File: src/design/cpu_control_flow_sequencer_macros.svh
// Assertion helpers shared by the input-stage and execute modules.
// Each macro expects clk and rst_n in scope.
`ifndef CPU_CONTROL_FLOW_SEQUENCER_MACROS_SVH
`define CPU_CONTROL_FLOW_SEQUENCER_MACROS_SVH

// Property that must hold at every clock edge outside reset
`define CFS_ASSERT(name, prop, msg) \
    name: assert property (@(posedge clk) disable iff (!rst_n) (prop)) else $error(msg);

// Condition that must be followed by a consequence in the next cycle
`define CFS_ASSERT_NEXT(name, ante, cons, msg) \
    name: assert property (@(posedge clk) disable iff (!rst_n) (ante) |=> (cons)) \
        else $error(msg);

`endif

File: src/design/cfs_pkg.sv
`default_nettype none

package cfs_pkg;

    // Instruction kinds
    localparam logic [4:0] KIND_BRA      = 5'd8;
    localparam logic [4:0] KIND_BRL      = 5'd9;
    localparam logic [4:0] KIND_JMP_ABS  = 5'd10;
    localparam logic [4:0] KIND_JML_LONG = 5'd11;
    localparam logic [4:0] KIND_JMP_IND  = 5'd12;
    localparam logic [4:0] KIND_JMP_IDX  = 5'd13;
    localparam logic [4:0] KIND_JML_IND  = 5'd14;
    localparam logic [4:0] KIND_JSR_ABS  = 5'd15;
    localparam logic [4:0] KIND_JSL      = 5'd16;
    localparam logic [4:0] KIND_JSR_IDX  = 5'd17;
    localparam logic [4:0] KIND_RTI      = 5'd18;
    localparam logic [4:0] KIND_RTS      = 5'd19;
    localparam logic [4:0] KIND_RTL      = 5'd20;
    localparam logic [4:0] NUM_KINDS     = 5'd21;

    // Bus request codes
    localparam logic [2:0] BUS_FETCH = 3'd0;
    localparam logic [2:0] BUS_BANK0 = 3'd1;
    localparam logic [2:0] BUS_PBANK = 3'd2;
    localparam logic [2:0] BUS_PULL  = 3'd3;
    localparam logic [2:0] BUS_PUSH  = 3'd4;
    localparam logic [2:0] BUS_IDLE  = 3'd5;
    localparam logic [2:0] BUS_NONE  = 3'd6;

    // Forced status bits in emulation mode
    localparam logic [7:0] EMU_STATUS_MASK = 8'h30;

    // Micro-operations of one bus cycle
    typedef enum logic [4:0] {
        CYC_END, CYC_BR, CYC_C6, CYC_IO, CYC_FRL, CYC_FRH, CYC_FRB,
        CYC_FAL, CYC_FAH, CYC_FAB, CYC_R0L, CYC_R0H, CYC_R0B, CYC_RPL,
        CYC_RPH, CYC_PSB, CYC_PSHD, CYC_PSH, CYC_PSL, CYC_PLP, CYC_PLL,
        CYC_PLH, CYC_PLB
    } cyc_op_t;

    typedef struct packed {
        logic        mode;
        logic [4:0]  op_kind;
        logic [23:0] start_pc;
        logic [7:0]  status_flags;
        logic        emulation;
        logic [15:0] index_x;
        logic [7:0]  bus_data;
    } item_t;

    typedef struct packed {
        logic [2:0]  bus_kind;
        logic [23:0] bus_address;
        logic [7:0]  push_byte;
        logic        final_cycle;
        logic        done_res;
        logic [23:0] new_pc;
        logic        status_load;
        logic [7:0]  status_value;
        logic        clear_index_high;
    } result_t;

    // Cycle program of each instruction kind; s counts from 1
    function automatic cyc_op_t prog_op(input logic [4:0] kind, input logic [3:0] s);
        cyc_op_t op;
        op = CYC_END;
        if (kind <= KIND_BRA)
        begin
            unique case (s)
                4'd1:    op = CYC_BR;
                4'd2:    op = CYC_C6;
                4'd3:    op = CYC_IO;
                default: op = CYC_END;
            endcase
        end
        else
        begin
            unique case (kind)
                KIND_BRL:
                begin
                    unique case (s)
                        4'd1:    op = CYC_FRL;
                        4'd2:    op = CYC_FRH;
                        4'd3:    op = CYC_IO;
                        default: op = CYC_END;
                    endcase
                end
                KIND_JMP_ABS:
                begin
                    unique case (s)
                        4'd1:    op = CYC_FRL;
                        4'd2:    op = CYC_FRH;
                        default: op = CYC_END;
                    endcase
                end
                KIND_JML_LONG:
                begin
                    unique case (s)
                        4'd1:    op = CYC_FRL;
                        4'd2:    op = CYC_FRH;
                        4'd3:    op = CYC_FRB;
                        default: op = CYC_END;
                    endcase
                end
                KIND_JMP_IND:
                begin
                    unique case (s)
                        4'd1:    op = CYC_FAL;
                        4'd2:    op = CYC_FAH;
                        4'd3:    op = CYC_R0L;
                        4'd4:    op = CYC_R0H;
                        default: op = CYC_END;
                    endcase
                end
                KIND_JMP_IDX:
                begin
                    unique case (s)
                        4'd1:    op = CYC_FAL;
                        4'd2:    op = CYC_FAH;
                        4'd3:    op = CYC_IO;
                        4'd4:    op = CYC_RPL;
                        4'd5:    op = CYC_RPH;
                        default: op = CYC_END;
                    endcase
                end
                KIND_JML_IND:
                begin
                    unique case (s)
                        4'd1:    op = CYC_FAL;
                        4'd2:    op = CYC_FAH;
                        4'd3:    op = CYC_R0L;
                        4'd4:    op = CYC_R0H;
                        4'd5:    op = CYC_R0B;
                        default: op = CYC_END;
                    endcase
                end
                KIND_JSR_ABS:
                begin
                    unique case (s)
                        4'd1:    op = CYC_FAL;
                        4'd2:    op = CYC_FAH;
                        4'd3:    op = CYC_IO;
                        4'd4:    op = CYC_PSHD;
                        4'd5:    op = CYC_PSL;
                        default: op = CYC_END;
                    endcase
                end
                KIND_JSL:
                begin
                    unique case (s)
                        4'd1:    op = CYC_FAL;
                        4'd2:    op = CYC_FAH;
                        4'd3:    op = CYC_PSB;
                        4'd4:    op = CYC_IO;
                        4'd5:    op = CYC_FAB;
                        4'd6:    op = CYC_PSHD;
                        4'd7:    op = CYC_PSL;
                        default: op = CYC_END;
                    endcase
                end
                KIND_JSR_IDX:
                begin
                    unique case (s)
                        4'd1:    op = CYC_FAL;
                        4'd2:    op = CYC_PSH;
                        4'd3:    op = CYC_PSL;
                        4'd4:    op = CYC_FAH;
                        4'd5:    op = CYC_IO;
                        4'd6:    op = CYC_RPL;
                        4'd7:    op = CYC_RPH;
                        default: op = CYC_END;
                    endcase
                end
                KIND_RTI:
                begin
                    unique case (s)
                        4'd1:    op = CYC_IO;
                        4'd2:    op = CYC_IO;
                        4'd3:    op = CYC_PLP;
                        4'd4:    op = CYC_PLL;
                        4'd5:    op = CYC_PLH;
                        4'd6:    op = CYC_PLB;
                        default: op = CYC_END;
                    endcase
                end
                KIND_RTS:
                begin
                    unique case (s)
                        4'd1:    op = CYC_IO;
                        4'd2:    op = CYC_IO;
                        4'd3:    op = CYC_PLL;
                        4'd4:    op = CYC_PLH;
                        4'd5:    op = CYC_IO;
                        default: op = CYC_END;
                    endcase
                end
                KIND_RTL:
                begin
                    unique case (s)
                        4'd1:    op = CYC_IO;
                        4'd2:    op = CYC_IO;
                        4'd3:    op = CYC_PLL;
                        4'd4:    op = CYC_PLH;
                        4'd5:    op = CYC_PLB;
                        default: op = CYC_END;
                    endcase
                end
                default: op = CYC_END;
            endcase
        end
        return op;
    endfunction

endpackage

`default_nettype wire

File: src/design/cfs_in_stage.sv
`default_nettype none

`include "cpu_control_flow_sequencer_macros.svh"

module cfs_in_stage (
    input  wire logic          clk,
    input  wire logic          rst_n,
    input  wire logic          item_valid,
    output logic               item_ready,
    input  wire cfs_pkg::item_t item,
    input  wire logic          advance,
    output logic               held_valid,
    output cfs_pkg::item_t     held_item
);

    logic           valid_reg;
    logic           valid_next;
    cfs_pkg::item_t item_reg;

    // Take a new transfer whenever the slot is empty or drains this cycle
    assign item_ready = !valid_reg || advance;

    always_comb
    begin
        valid_next = valid_reg;
        if (item_valid && item_ready)
        begin
            valid_next = 1'b1;
        end
        else if (advance)
        begin
            valid_next = 1'b0;
        end
    end

    // Hold the valid flag
    always_ff @(posedge clk or negedge rst_n)
    begin
        if (!rst_n)
        begin
            valid_reg <= 1'b0;
        end
        else
        begin
            valid_reg <= valid_next;
        end
    end

    // Capture the payload on each transfer
    always_ff @(posedge clk)
    begin
        if (item_valid && item_ready)
        begin
            item_reg <= item;
        end
    end

    assign held_valid = valid_reg;
    assign held_item  = item_reg;

    `CFS_ASSERT_NEXT(a_held_item_kept, valid_reg && !advance,
        valid_reg && $stable(item_reg), "held item lost or changed while waiting")

endmodule

`default_nettype wire

File: src/design/cfs_exec.sv
`default_nettype none

`include "cpu_control_flow_sequencer_macros.svh"

module cfs_exec (
    input  wire logic           clk,
    input  wire logic           rst_n,
    input  wire logic           fire,
    input  wire cfs_pkg::item_t item,
    output cfs_pkg::result_t    step_result
);

    // Instruction state
    logic [2:0]  step_reg;
    logic [4:0]  kind_reg;
    logic [23:0] pc_reg;
    logic [23:0] oa_reg;
    logic [23:0] rb_reg;
    logic [7:0]  page_reg;
    logic [7:0]  flags_reg;
    logic        emu_reg;
    logic [15:0] index_reg;

    logic [2:0]  step_next;
    logic [4:0]  kind_next;
    logic [23:0] pc_next;
    logic [23:0] oa_next;
    logic [23:0] rb_next;
    logic [7:0]  page_next;
    logic [7:0]  flags_next;
    logic        emu_next;
    logic [15:0] index_next;

    cfs_pkg::cyc_op_t cur_op;
    cfs_pkg::cyc_op_t req_op;
    logic        emit;
    logic [3:0]  seq_step;
    logic [15:0] pcw_inc;
    logic [15:0] pcw_dec;
    logic [15:0] br_target;
    logic [7:0]  status_word;
    logic [15:0] aw;
    logic [15:0] aw_idx;
    logic [15:0] req_pcw;
    logic [15:0] req_pcw_dec;

    // Branch condition from the latched flags
    function automatic logic branch_taken(input logic [4:0] kind, input logic [7:0] flags);
        logic b;
        b = 1'b0;
        unique case (kind[2:1])
            2'd0: b = flags[0];
            2'd1: b = flags[1];
            2'd2: b = flags[7];
            2'd3: b = flags[6];
            default: b = 1'b0;
        endcase
        return (kind == cfs_pkg::KIND_BRA) || (b == kind[0]);
    endfunction

    // Whether cycle s closes the instruction
    function automatic logic is_last(input logic [4:0] kind, input logic [3:0] s,
                                     input logic [7:0] flags, input logic emu);
        logic last;
        last = 1'b0;
        if (cfs_pkg::prog_op(kind, s) == cfs_pkg::CYC_BR && !branch_taken(kind, flags))
        begin
            last = 1'b1;
        end
        else if (kind == cfs_pkg::KIND_RTI && s == 4'd5 && emu)
        begin
            last = 1'b1;
        end
        else if (cfs_pkg::prog_op(kind, s + 4'd1) == cfs_pkg::CYC_END)
        begin
            last = 1'b1;
        end
        return last;
    endfunction

    // Work out one bus cycle: start an instruction or absorb the returned byte, then issue the next request
    always_comb
    begin
        step_next   = step_reg;
        kind_next   = kind_reg;
        pc_next     = pc_reg;
        oa_next     = oa_reg;
        rb_next     = rb_reg;
        page_next   = page_reg;
        flags_next  = flags_reg;
        emu_next    = emu_reg;
        index_next  = index_reg;
        emit        = 1'b0;
        seq_step    = {1'b0, step_reg};
        status_word = item.bus_data | (emu_reg ? cfs_pkg::EMU_STATUS_MASK : 8'h00);
        pcw_inc     = pc_reg[15:0] + 16'd1;
        pcw_dec     = pc_reg[15:0] - 16'd1;
        br_target   = pcw_inc + {{8{item.bus_data[7]}}, item.bus_data};
        cur_op      = cfs_pkg::prog_op(kind_reg, {1'b0, step_reg});

        step_result                  = '0;
        step_result.bus_kind         = cfs_pkg::BUS_NONE;

        if (!item.mode)
        begin
            // Start: latch the instruction context
            kind_next  = item.op_kind;
            pc_next    = item.start_pc;
            flags_next = item.status_flags;
            emu_next   = item.emulation;
            index_next = item.index_x;
            oa_next    = 24'h000000;
            rb_next    = 24'h000000;
            page_next  = 8'h00;
            if (item.op_kind >= cfs_pkg::NUM_KINDS)
            begin
                step_next            = 3'd0;
                step_result.done_res = 1'b1;
            end
            else
            begin
                step_next = 3'd1;
                emit      = 1'b1;
            end
        end
        else if (step_reg != 3'd0)
        begin
            // Absorb the byte for the outstanding request
            unique case (cur_op)
                cfs_pkg::CYC_BR:
                begin
                    rb_next[7:0]  = item.bus_data;
                    pc_next[15:0] = pcw_inc;
                    if (branch_taken(kind_reg, flags_reg))
                    begin
                        page_next     = pcw_inc[15:8];
                        oa_next       = {8'h00, br_target};
                        pc_next[15:0] = br_target;
                    end
                end
                cfs_pkg::CYC_FRL:
                begin
                    rb_next[7:0]  = item.bus_data;
                    pc_next[15:0] = pcw_inc;
                end
                cfs_pkg::CYC_FRH:
                begin
                    rb_next[15:8] = item.bus_data;
                    pc_next[15:0] = pcw_inc;
                end
                cfs_pkg::CYC_FRB:
                begin
                    rb_next[23:16] = item.bus_data;
                    pc_next[15:0]  = pcw_inc;
                end
                cfs_pkg::CYC_FAL:
                begin
                    oa_next[7:0]  = item.bus_data;
                    pc_next[15:0] = pcw_inc;
                end
                cfs_pkg::CYC_FAH:
                begin
                    oa_next[15:8] = item.bus_data;
                    pc_next[15:0] = pcw_inc;
                end
                cfs_pkg::CYC_FAB:
                begin
                    oa_next[23:16] = item.bus_data;
                    pc_next[15:0]  = pcw_inc;
                end
                cfs_pkg::CYC_R0L, cfs_pkg::CYC_RPL, cfs_pkg::CYC_PLL:
                begin
                    rb_next[7:0] = item.bus_data;
                end
                cfs_pkg::CYC_R0H, cfs_pkg::CYC_RPH, cfs_pkg::CYC_PLH:
                begin
                    rb_next[15:8] = item.bus_data;
                end
                cfs_pkg::CYC_R0B, cfs_pkg::CYC_PLB:
                begin
                    rb_next[23:16] = item.bus_data;
                end
                cfs_pkg::CYC_PSHD:
                begin
                    pc_next[15:0] = pcw_dec;
                end
                cfs_pkg::CYC_PLP:
                begin
                    step_result.status_load      = 1'b1;
                    step_result.status_value     = status_word;
                    step_result.clear_index_high = status_word[4];
                end
                default:
                begin
                end
            endcase

            if (is_last(kind_reg, {1'b0, step_reg}, flags_reg, emu_reg))
            begin
                // Retire: load the new program counter
                unique case (kind_reg)
                    cfs_pkg::KIND_BRL:
                        pc_next[15:0] = pc_next[15:0] + rb_next[15:0];
                    cfs_pkg::KIND_JMP_ABS, cfs_pkg::KIND_JMP_IND,
                    cfs_pkg::KIND_JMP_IDX, cfs_pkg::KIND_JSR_IDX:
                        pc_next[15:0] = rb_next[15:0];
                    cfs_pkg::KIND_JML_LONG, cfs_pkg::KIND_JML_IND:
                        pc_next = rb_next;
                    cfs_pkg::KIND_JSR_ABS:
                        pc_next[15:0] = oa_next[15:0];
                    cfs_pkg::KIND_JSL:
                        pc_next = oa_next;
                    cfs_pkg::KIND_RTI:
                    begin
                        if (emu_reg)
                        begin
                            pc_next[15:0] = rb_next[15:0];
                        end
                        else
                        begin
                            pc_next = rb_next;
                        end
                    end
                    cfs_pkg::KIND_RTS:
                        pc_next[15:0] = rb_next[15:0] + 16'd1;
                    cfs_pkg::KIND_RTL:
                        pc_next = {rb_next[23:16], rb_next[15:0] + 16'd1};
                    default:
                    begin
                    end
                endcase
                step_next            = 3'd0;
                step_result.done_res = 1'b1;
            end
            else
            begin
                // Advance; drop the page-cross cycle unless it is needed
                seq_step = {1'b0, step_reg} + 4'd1;
                if (cfs_pkg::prog_op(kind_reg, seq_step) == cfs_pkg::CYC_C6 &&
                    !(emu_reg && page_next != oa_next[15:8]))
                begin
                    seq_step = seq_step + 4'd1;
                end
                step_next = seq_step[2:0];
                emit      = 1'b1;
            end
        end

        // Issue the request for the cycle now outstanding
        req_op      = cfs_pkg::prog_op(kind_next, {1'b0, step_next});
        aw          = oa_next[15:0];
        aw_idx      = aw + index_next;
        req_pcw     = pc_next[15:0];
        req_pcw_dec = req_pcw - 16'd1;
        if (emit)
        begin
            step_result.bus_kind    = cfs_pkg::BUS_IDLE;
            step_result.final_cycle = is_last(kind_next, {1'b0, step_next},
                                              flags_next, emu_next);
            unique case (req_op)
                cfs_pkg::CYC_BR, cfs_pkg::CYC_FRL, cfs_pkg::CYC_FRH, cfs_pkg::CYC_FRB,
                cfs_pkg::CYC_FAL, cfs_pkg::CYC_FAH, cfs_pkg::CYC_FAB:
                begin
                    step_result.bus_kind    = cfs_pkg::BUS_FETCH;
                    step_result.bus_address = pc_next;
                end
                cfs_pkg::CYC_R0L:
                begin
                    step_result.bus_kind    = cfs_pkg::BUS_BANK0;
                    step_result.bus_address = {8'h00, aw};
                end
                cfs_pkg::CYC_R0H:
                begin
                    step_result.bus_kind    = cfs_pkg::BUS_BANK0;
                    step_result.bus_address = {8'h00, aw + 16'd1};
                end
                cfs_pkg::CYC_R0B:
                begin
                    step_result.bus_kind    = cfs_pkg::BUS_BANK0;
                    step_result.bus_address = {8'h00, aw + 16'd2};
                end
                cfs_pkg::CYC_RPL:
                begin
                    step_result.bus_kind    = cfs_pkg::BUS_PBANK;
                    step_result.bus_address = {pc_next[23:16], aw_idx};
                end
                cfs_pkg::CYC_RPH:
                begin
                    step_result.bus_kind    = cfs_pkg::BUS_PBANK;
                    step_result.bus_address = {pc_next[23:16], aw_idx + 16'd1};
                end
                cfs_pkg::CYC_PSB:
                begin
                    step_result.bus_kind  = cfs_pkg::BUS_PUSH;
                    step_result.push_byte = pc_next[23:16];
                end
                cfs_pkg::CYC_PSHD:
                begin
                    step_result.bus_kind  = cfs_pkg::BUS_PUSH;
                    step_result.push_byte = req_pcw_dec[15:8];
                end
                cfs_pkg::CYC_PSH:
                begin
                    step_result.bus_kind  = cfs_pkg::BUS_PUSH;
                    step_result.push_byte = req_pcw[15:8];
                end
                cfs_pkg::CYC_PSL:
                begin
                    step_result.bus_kind  = cfs_pkg::BUS_PUSH;
                    step_result.push_byte = req_pcw[7:0];
                end
                cfs_pkg::CYC_PLP, cfs_pkg::CYC_PLL, cfs_pkg::CYC_PLH, cfs_pkg::CYC_PLB:
                begin
                    step_result.bus_kind = cfs_pkg::BUS_PULL;
                end
                default:
                begin
                    step_result.bus_kind = cfs_pkg::BUS_IDLE;
                end
            endcase
        end

        step_result.new_pc = pc_next;
    end

    // Hold the instruction state; advance once per executed cycle
    always_ff @(posedge clk or negedge rst_n)
    begin
        if (!rst_n)
        begin
            step_reg  <= 3'd0;
            kind_reg  <= 5'd0;
            pc_reg    <= 24'h000000;
            oa_reg    <= 24'h000000;
            rb_reg    <= 24'h000000;
            page_reg  <= 8'h00;
            flags_reg <= 8'h00;
            emu_reg   <= 1'b0;
            index_reg <= 16'h0000;
        end
        else if (fire)
        begin
            step_reg  <= step_next;
            kind_reg  <= kind_next;
            pc_reg    <= pc_next;
            oa_reg    <= oa_next;
            rb_reg    <= rb_next;
            page_reg  <= page_next;
            flags_reg <= flags_next;
            emu_reg   <= emu_next;
            index_reg <= index_next;
        end
    end

    `CFS_ASSERT(a_step_in_program, (step_reg == 3'd0) ||
        (kind_reg < cfs_pkg::NUM_KINDS &&
         cfs_pkg::prog_op(kind_reg, {1'b0, step_reg}) != cfs_pkg::CYC_END),
        "outstanding step lies outside the instruction program")
    `CFS_ASSERT_NEXT(a_done_goes_idle, fire && step_result.done_res,
        step_reg == 3'd0, "instruction retired but sequencer still busy")
    `CFS_ASSERT_NEXT(a_start_enters_first, fire && !item.mode &&
        item.op_kind < cfs_pkg::NUM_KINDS, step_reg == 3'd1,
        "valid start did not enter the first cycle")

endmodule

`default_nettype wire

File: src/design/cfs_out_stage.sv
`default_nettype none

module cfs_out_stage (
    input  wire logic             clk,
    input  wire logic             rst_n,
    input  wire logic             load,
    input  wire cfs_pkg::result_t data,
    output logic                  slot_free,
    output logic                  result_valid,
    input  wire logic             result_ready,
    output cfs_pkg::result_t      result
);

    logic             valid_reg;
    logic             valid_next;
    cfs_pkg::result_t data_reg;

    // Slot frees up when empty or when the current result transfers
    assign slot_free = !valid_reg || result_ready;

    always_comb
    begin
        valid_next = valid_reg;
        if (load)
        begin
            valid_next = 1'b1;
        end
        else if (result_ready)
        begin
            valid_next = 1'b0;
        end
    end

    // Hold the valid flag
    always_ff @(posedge clk or negedge rst_n)
    begin
        if (!rst_n)
        begin
            valid_reg <= 1'b0;
        end
        else
        begin
            valid_reg <= valid_next;
        end
    end

    // Capture the new result
    always_ff @(posedge clk)
    begin
        if (load)
        begin
            data_reg <= data;
        end
    end

    assign result_valid = valid_reg;
    assign result       = data_reg;

endmodule

`default_nettype wire

File: src/design/cpu_control_flow_sequencer.sv
// Control-flow sequencer for a 65816-style CPU: branches, jumps, calls, returns.
// Input channel item_valid / item_ready / item: one transfer per CPU bus cycle.
//   mode 0 starts an instruction (and aborts any running one); mode 1 returns
//   the byte for the previous request in bus_data.
// Output channel result_valid / result_ready / result: exactly one result per
//   item, giving the next bus request, the last-cycle mark, done and new_pc,
//   and on RTI the restored status word.
// Path: the transfer loads the input register, and the result register is loaded
//   from it once the result register has room (slot_free). Throughput: one item per
//   cycle while result_ready stays high; the next item only needs the state left
//   by the previous one, which is updated in the same edge that loads its result.
// Reset clears the sequencer to idle with all latched state zero and both
//   registers empty.
// Stall: a result waiting on result_ready holds its value; one more item waits
//   in the input register, after which item_ready goes low.
`default_nettype none

module cpu_control_flow_sequencer (
    input  wire logic             clk,
    input  wire logic             rst_n,
    input  wire logic             item_valid,
    output logic                  item_ready,
    input  wire cfs_pkg::item_t   item,
    output logic                  result_valid,
    input  wire logic             result_ready,
    output cfs_pkg::result_t      result
);

    logic             held_valid;
    cfs_pkg::item_t   held_item;
    logic             slot_free;
    logic             advance;
    cfs_pkg::result_t step_result;

    // Execute the held item when the result register can take it
    assign advance = held_valid && slot_free;

    cfs_in_stage u_in_stage (
        .clk        (clk),
        .rst_n      (rst_n),
        .item_valid (item_valid),
        .item_ready (item_ready),
        .item       (item),
        .advance    (advance),
        .held_valid (held_valid),
        .held_item  (held_item)
    );

    cfs_exec u_exec (
        .clk         (clk),
        .rst_n       (rst_n),
        .fire        (advance),
        .item        (held_item),
        .step_result (step_result)
    );

    cfs_out_stage u_out_stage (
        .clk          (clk),
        .rst_n        (rst_n),
        .load         (advance),
        .data         (step_result),
        .slot_free    (slot_free),
        .result_valid (result_valid),
        .result_ready (result_ready),
        .result       (result)
    );

endmodule

`default_nettype wire
File: config.mk
export PLATFORM = sky130hd
export DESIGN_NAME = cpu_control_flow_sequencer
export DESIGN_NICKNAME = d
export VERILOG_FILES = /design/src/design/cfs_pkg.sv /design/src/design/cfs_in_stage.sv /design/src/design/cfs_exec.sv /design/src/design/cfs_out_stage.sv /design/src/design/cpu_control_flow_sequencer.sv
export VERILOG_INCLUDE_DIRS = /design/src /design/src/design
export SDC_FILE = /design/constraint.sdc
export NUM_CORES = 1
export LEC_CHECK = 0
export BUFFER_PORTS_ARGS = -buffer_cell sky130_fd_sc_hd__buf_2
export CORE_ASPECT_RATIO = 1.4
export CORE_MARGIN = 3
export CORE_UTILIZATION = 56
export CTS_CLUSTER_SIZE = 12
export DETAILED_ROUTE_END_ITERATION = 8
export PLACE_DENSITY_LB_ADDON = 0.2
export SLEW_MARGIN = 30
export SYNTH_ARGS = -nofsm -noshare
export SYNTH_HDL_FRONTEND = slang
export SYNTH_SLANG_ARGS = --single-unit
File: constraint.sdc
create_clock -name clk -period 8.62 [get_ports clk]
set_clock_uncertainty 0.05 [all_clocks]
set_input_delay 0.862 -clock clk [delete_from_list [all_inputs] [get_ports clk]]
set_output_delay 0.862 -clock clk [all_outputs]
set_load 0.05 [all_outputs]
==> results of run 1 <==
## layout by cell type (no fill, tap or decap), drive strengths merged, types with 27 or more instances in the layout
cell    netlist  routed
o22ai        48      48
o21ai       159     159
nor2b        34      34
dfrtp       111     111
buf          39     402
nor2        209     209
clkbuf       92      40
mux2         60      60
a22oi        28      28
inv          70      72
a22o         33      33
ha           57      57
mux2i        46      46
nand2b       33      33
xor2         33      33
nand3        73      73
a21oi       151     151
nand2       229     229
edfxtp      129     129
a31oi        27      27
nor3         55      55
xnor2        49      49
o211ai       32      32
a211oi       41      41
## worst max-delay path, delay by kind of cell (launching register included)
family / cells / cell delay [ns]
simple gates: 13 / 2.87
compound gates: 11 / 2.01
fa+ha+maj: 4 / 1.03
xor+xnor: 4 / 0.80
buf+inv: 5 / 0.73
flops: 1 / 0.48
## layout make-up
class                           count  area share (%)
Multi-Input combinational cell   1749           50.88
Clock buffer                       40           3.204
Tap cell                          440           2.435
Inverter                           73           1.223
Clock inverter                      8          0.5479
Sequential cell                   240           29.43
Timing Repair Buffer              402           12.27
Antenna cell                        1         0.01107
## per-layer routing
metal  vias to the layer above  part of all wire, %  global-route usage, %
met5                         -                    0                      0
met4                         0                  9.9                  32.38
met3                       380                  8.9                  6.408
met2                      1320                   47                  67.94
met1                      9474                   34                  48.30
li1                       8861                    -                      -
## stage by stage
stage	instance area (um^2)	std cells	setup WS, ns
4_1_cts	22490	2950	0.1855
2_1_floorplan	18860	2193	0.5992
3_5_place_dp	21640	2902	0.2380
6_report	22610	2953	0.3872
5_1_grt	22610	2952	-0.01456
3_3_place_gp	21610	2902	0.3486
## power by group
part / switching, uW / total, uW / leakage [uW] / internal, uW
clock: 475 / 1140 / 0.000405 / 669
sequential: 177 / 1630 / 0.00268 / 1450
combinational: 4020 / 6520 / 0.00641 / 2500
total: 4680 / 9300 / 0.00950 / 4620
## what timing repair did
| action | CTS | global route |
|---|---|---|
| endpoints found under the setup margin | 0 | 15 |
| resized for setup | 0 | 27 |
| hold buffers | 0 | 0 |
| buffers inserted | 0 | 2 |
## worst min path at each step
stage / depth (start not counted) / slack, ns / end
final: 1 / 0.23 / u_exec.index_reg[9]
after global routing: 1 / 0.24 / u_exec.index_reg[9]
after CTS: 1 / 0.23 / u_exec.index_reg[9]
after detailed placement: 2 / 0.42 / u_exec.rb_reg[5]
after global placement: 2 / 0.41 / u_exec.rb_reg[21]
after floorplan: 2 / 0.39 / u_exec.rb_reg[1]
## kinds of logic after synthesis
group	after synthesis	synth area share [%]
AO/OA/AOI/OAI	729	26.13
XOR/XNOR	82	3.807
adder cells (fa/ha/maj)	60	4.099
buffers and inverters	204	4.457
flip-flops	240	35.26
multiplexers	106	6.063
AND/OR/NAND/NOR	772	20.18
==> results.toml, run 1 <==
[timing]
fin_worst_hold_slack_ns = 0.2252
max_freq_ghz = 0.1215
worstMarginPinSlew_ns = 0.9699
min_period_over_period_pct = 95.51
slew-limit-headroom_pct = 35.34
report.final.slew_viol_count = 0
final_report_hold_violation_count = 0
report.final.setup_viol = 0
period_needed_ns = 8.233
fin_tns_setup_ns = 0

[logic_synthesis]
synth_ff_type = "edfxtp_1"
async_flop_share_pct = 46.25
synthesis.instances = 2193
post_synth_main_area_contributors = "edfxtp_1 (21%), dfrtp_1 (15%), nand2_1 (4.5%), nor2_1 (4.0%), a21oi_1 (4.0%)"
synth_area_mm2 = 0.01886
post_synth.cell_area_avg_um2 = 8.602
synth.top_cells.by_count = "nand2_1 (228), nor2_1 (203), a21oi_1 (150), o21ai_0 (142), edfxtp_1 (129)"
yosys_warnings = 0
synth_top_cell_area_share_pct = 20.54
synth.ff_latch_count = 240
syn_nets = 2320
count_of_flip_flops_with_a_built_in_enable_after_synthesis = 129
synth_area_leader_cell = "edfxtp_1"
seq_area_frac_synth_pct = 35.26
synth_most_common_cell = "nand2_1"
number_of_distinct_library_cell_variants_in_the_gate_level_netlist_after_synthesis = 104

[clocking]
cts.htree.levels = 1
cts_buffer_depth = 3
clock_sinks = 240
clk_latency_worst_skew_pair_ns = 0.56
clockRootBuffer = "clkbuf_16"
cts_made_buffers = 26
cts.clk_slew.worst_paths_ns = 0.06
tritoncts_clock_tree = "done"

[floorplanning]
design.portCount = 140
std_cell_rows = 78
dieHeight_um = 223.2
fp.coreArea_mm2 = 0.03279
floorplan.initialDensity_pct = 57.52
dieArea_mm2 = 0.03595
die_width_um = 161.1

[finish]
area_delta_synth_final_pct = 19.85
utilization_pct = 68.94
layout_cell_share_with_drive_strength_beyond_1_pct = 22.89
area_of_the_multi_input_gates_mm2 = 0.01150
layout.area.seq_mm2 = 0.006654
nets = 2619
fillerInstances = 2671
largest_register_ff_count = 70

[worst_setup_path]
r2r_cells = 37
endpoint = "u_out_stage.result[52]"
cp.arrival_ns = 8.47
critical_r2r_capture = "u_out_stage.result[52]"
setup.worst_path.end_class = "register"
worst_setup_path_start_kind = "register"
slowest_library_cell_on_the_worst_path = "dfrtp_1"
critical_path.reg2reg.startpoint = "u_exec.pc_reg[0]"
timing.critical_path.from = "u_exec.pc_reg[0]"
timing_worst_setup_path_type = "reg -> reg"
max_stage_delay_ns = 0.48
r2r_setup_slack_ns = 0.39
cp_data_required_time_ns = 8.86
critical_path_fanouts_max = 7

[drt]
wire_per_inst_um = 25.79
drt_pass1_iterations = 8
avgViaCountPerCell = 6.785
total_wirelength_of_the_detailed_routed_design_um = 76160
route.detailed.drc = 0
drt-initial-drc-count = 2361
routed-via-count = 20035
postRouteAntennaNets = 0

[global_routing]
grt_pass1_wl_um = 115200
grt_overflow = 0
grt_util_all_layers_pct = 41.42
grt_max_degree = 85
grt_pass1_vias = 19648
antenna_found_initial = 1

[hold_path]
worstHoldPathType = "in -> async"

[power]
ir_drop_mv = 0.2640
cellLeakagePower_uw = 0.009501
pwr_density_mw_per_mm2 = 411.3
total_power_uw = 9298

[status]
status = "finished, final reports clean"

[placement]
gp_routability_congestion = 1.092
port_buffers = 135
post-dp-hpwl_um = 57020

[run]
timing.max_cap.violations = 0
No activity file was read; power rests on OpenSTA's default activity.
==> run 2: changes to the inputs <==
CORE_UTILIZATION = 55   (was 56)
==> results.toml, run 2 (synthesis gave the netlist of run 1 again) <==
[worst_setup_path]
timing_worst_setup_path_type = "reg -> reg"
worst_setup_path_start_kind = "register"
r2r_setup_slack_ns = 0.43
max_stage_delay_ns = 0.56
cp.arrival_ns = 8.41
cp_data_required_time_ns = 8.84
worst_path_dominant_cell_family = "simple AND/OR/NAND/NOR gates"
path_buf_inv = 5
slowest_library_cell_on_the_worst_path = "or4_1"
critical_path_fanouts_max = 7
setup.worst_path.end_class = "register"

[clocking]
clockRootBuffer = "clkbuf_16"
cts.clk_slew.worst_paths_ns = 0.06
cts.htree.levels = 1
post_cts_hold_buffer_count = 0
cts_made_buffers = 27
clk_latency_worst_skew_pair_ns = 0.57
tritoncts_clock_tree = "done"
cts_buffer_depth = 3
clock_sinks = 240

[finish]
most_frequent_standard_cell_in_the_layout_excluding_fill_and_tap_cells = "buf_4"
most-common-layout-cells = "buf_4 (239), nand2_1 (228), nor2_1 (202)"
layout.cells.non_filler = 2933
fillerInstances = 2845
area_delta_synth_final_pct = 18.26
num_antenna_cells = 0
largest_register_ff_count = 70
layout_cell_share_with_drive_strength_beyond_1_pct = 22.03
nets = 2595

[global_routing]
grt_pass1_vias = 19066
antenna_found_initial = 1
grt_max_degree = 72
grt_overflow = 0
grt_util_all_layers_pct = 39.59
grt_pass1_wl_um = 111700

[placement]
port_buffers = 135
post-dp-hpwl_um = 56540
dpl.cell_count = 2881
post_placement_worst_setup_slack_ns = 0.09755
gp_routability_congestion = 1.078

[status]
status = "finished, final reports clean"

[floorplanning]
fp.coreArea_mm2 = 0.03351
design.portCount = 140
die_width_um = 162.5
floorplan.initialDensity_pct = 56.29
dieHeight_um = 225.1
std_cell_rows = 79
dieArea_mm2 = 0.03659

[drt]
routed-via-count = 19957
drt_pass1_iterations = 9
avgViaCountPerCell = 6.804
wire_per_inst_um = 25.45
route.detailed.drc = 0
drt-initial-drc-count = 2446
postRouteAntennaNets = 0
total_wirelength_of_the_detailed_routed_design_um = 74650

[timing]
period_needed_ns = 8.193
min_period_over_period_pct = 95.05
final_report_hold_violation_count = 0
slew-limit-headroom_pct = 28.58
layout_setup_ws_ns = 0.4267
worstMarginPinSlew_ns = 1.063
report.final.slew_viol_count = 0
fin_tns_setup_ns = 0
report.final.setup_viol = 0
max_freq_ghz = 0.1221
fin_worst_hold_slack_ns = 0.2646

[power]
cellLeakagePower_uw = 0.009335
ir_drop_mv = 0.2740
pwr_density_mw_per_mm2 = 405.2

[run]
timing.max_cap.violations = 0

[hold_path]
worstHoldPathType = "in -> async"
## run 2: changes by cell type in the layout (fill, tap and decap cells not counted), sizes merged
cell,delta
bufinv,-3
diode,-1
inv,+2
clkbuf,+3
clkinvlp,-1
buf,-25
## run 2: layout make-up
class,count,area [um^2],share of cell area [%]
clock buffer,43,765.7,3.433
clock inverter,6,45.04,0.2019
inverter,73,276.5,1.240
multi-input combinational,1749,11470,51.43
sequential,240,6655,29.83
tap,445,556.8,2.496
timing repair buffer,377,2536,11.37
## run 2: power breakdown
part	internal (uW)	switching [uW]	leakage (uW)	total [uW]
clock network	609	481	0.000397	1090
logic	2370	3940	0.00626	6320
registers	1460	179	0.00268	1630
total	4440	4600	0.00933	9040
## run 2: worst paths after layout
path	cells past startpoint	to	from
max	32	u_out_stage.result[42]	u_exec.step_reg[1]
min	1	u_exec.index_reg[7]	rst_n
max reg2reg	32	u_out_stage.result[42]	u_exec.step_reg[1]
min reg2reg	2	u_exec.rb_reg[5]	u_exec.rb_reg[5]
max in group asynchronous	2	u_exec.oa_reg[17]	rst_n
min in group clk	1	u_in_stage.held_item[3]	item[3]
## run 2: timing repair
action                                  CTS  global route
setup buffers                             0             3
gates resized for setup                   0            26
endpoints found under the setup margin    0            16
## run 2: routing by layer
| layer | vias up | track usage, % | share of wire [%] |
|---|---|---|---|
| met1 | 9486 | 47.07 | 35 |
| met5 | - | 0 | 0 |
| met3 | 374 | 5.718 | 8.7 |
| li1 | 8797 | - | - |
| met4 | 0 | 27.01 | 8.6 |
| met2 | 1300 | 66.15 | 47 |
## run 2: metrics by stage
step	utilization [%]	area, um^2	power [uW]
6_report	66.57	22310	9040
5_1_grt	66.57	22310	9477
4_1_cts	66.22	22190	8763
3_5_place_dp	63.80	21380	7631
3_3_place_gp	63.79	21370	7527
2_1_floorplan	-	18860	5435
## run 2: worst reg2reg max path: cells and delay by family, from the launching register on
family                   cells  cell delay [ns]
AO/OA/AOI/OAI               16             2.91
adder cells (fa/ha/maj)      2             0.46
XOR/XNOR                     1             0.17
AND/OR/NAND/NOR              8             2.99
buffers and inverters        5             0.85
flip-flops                   1             0.47
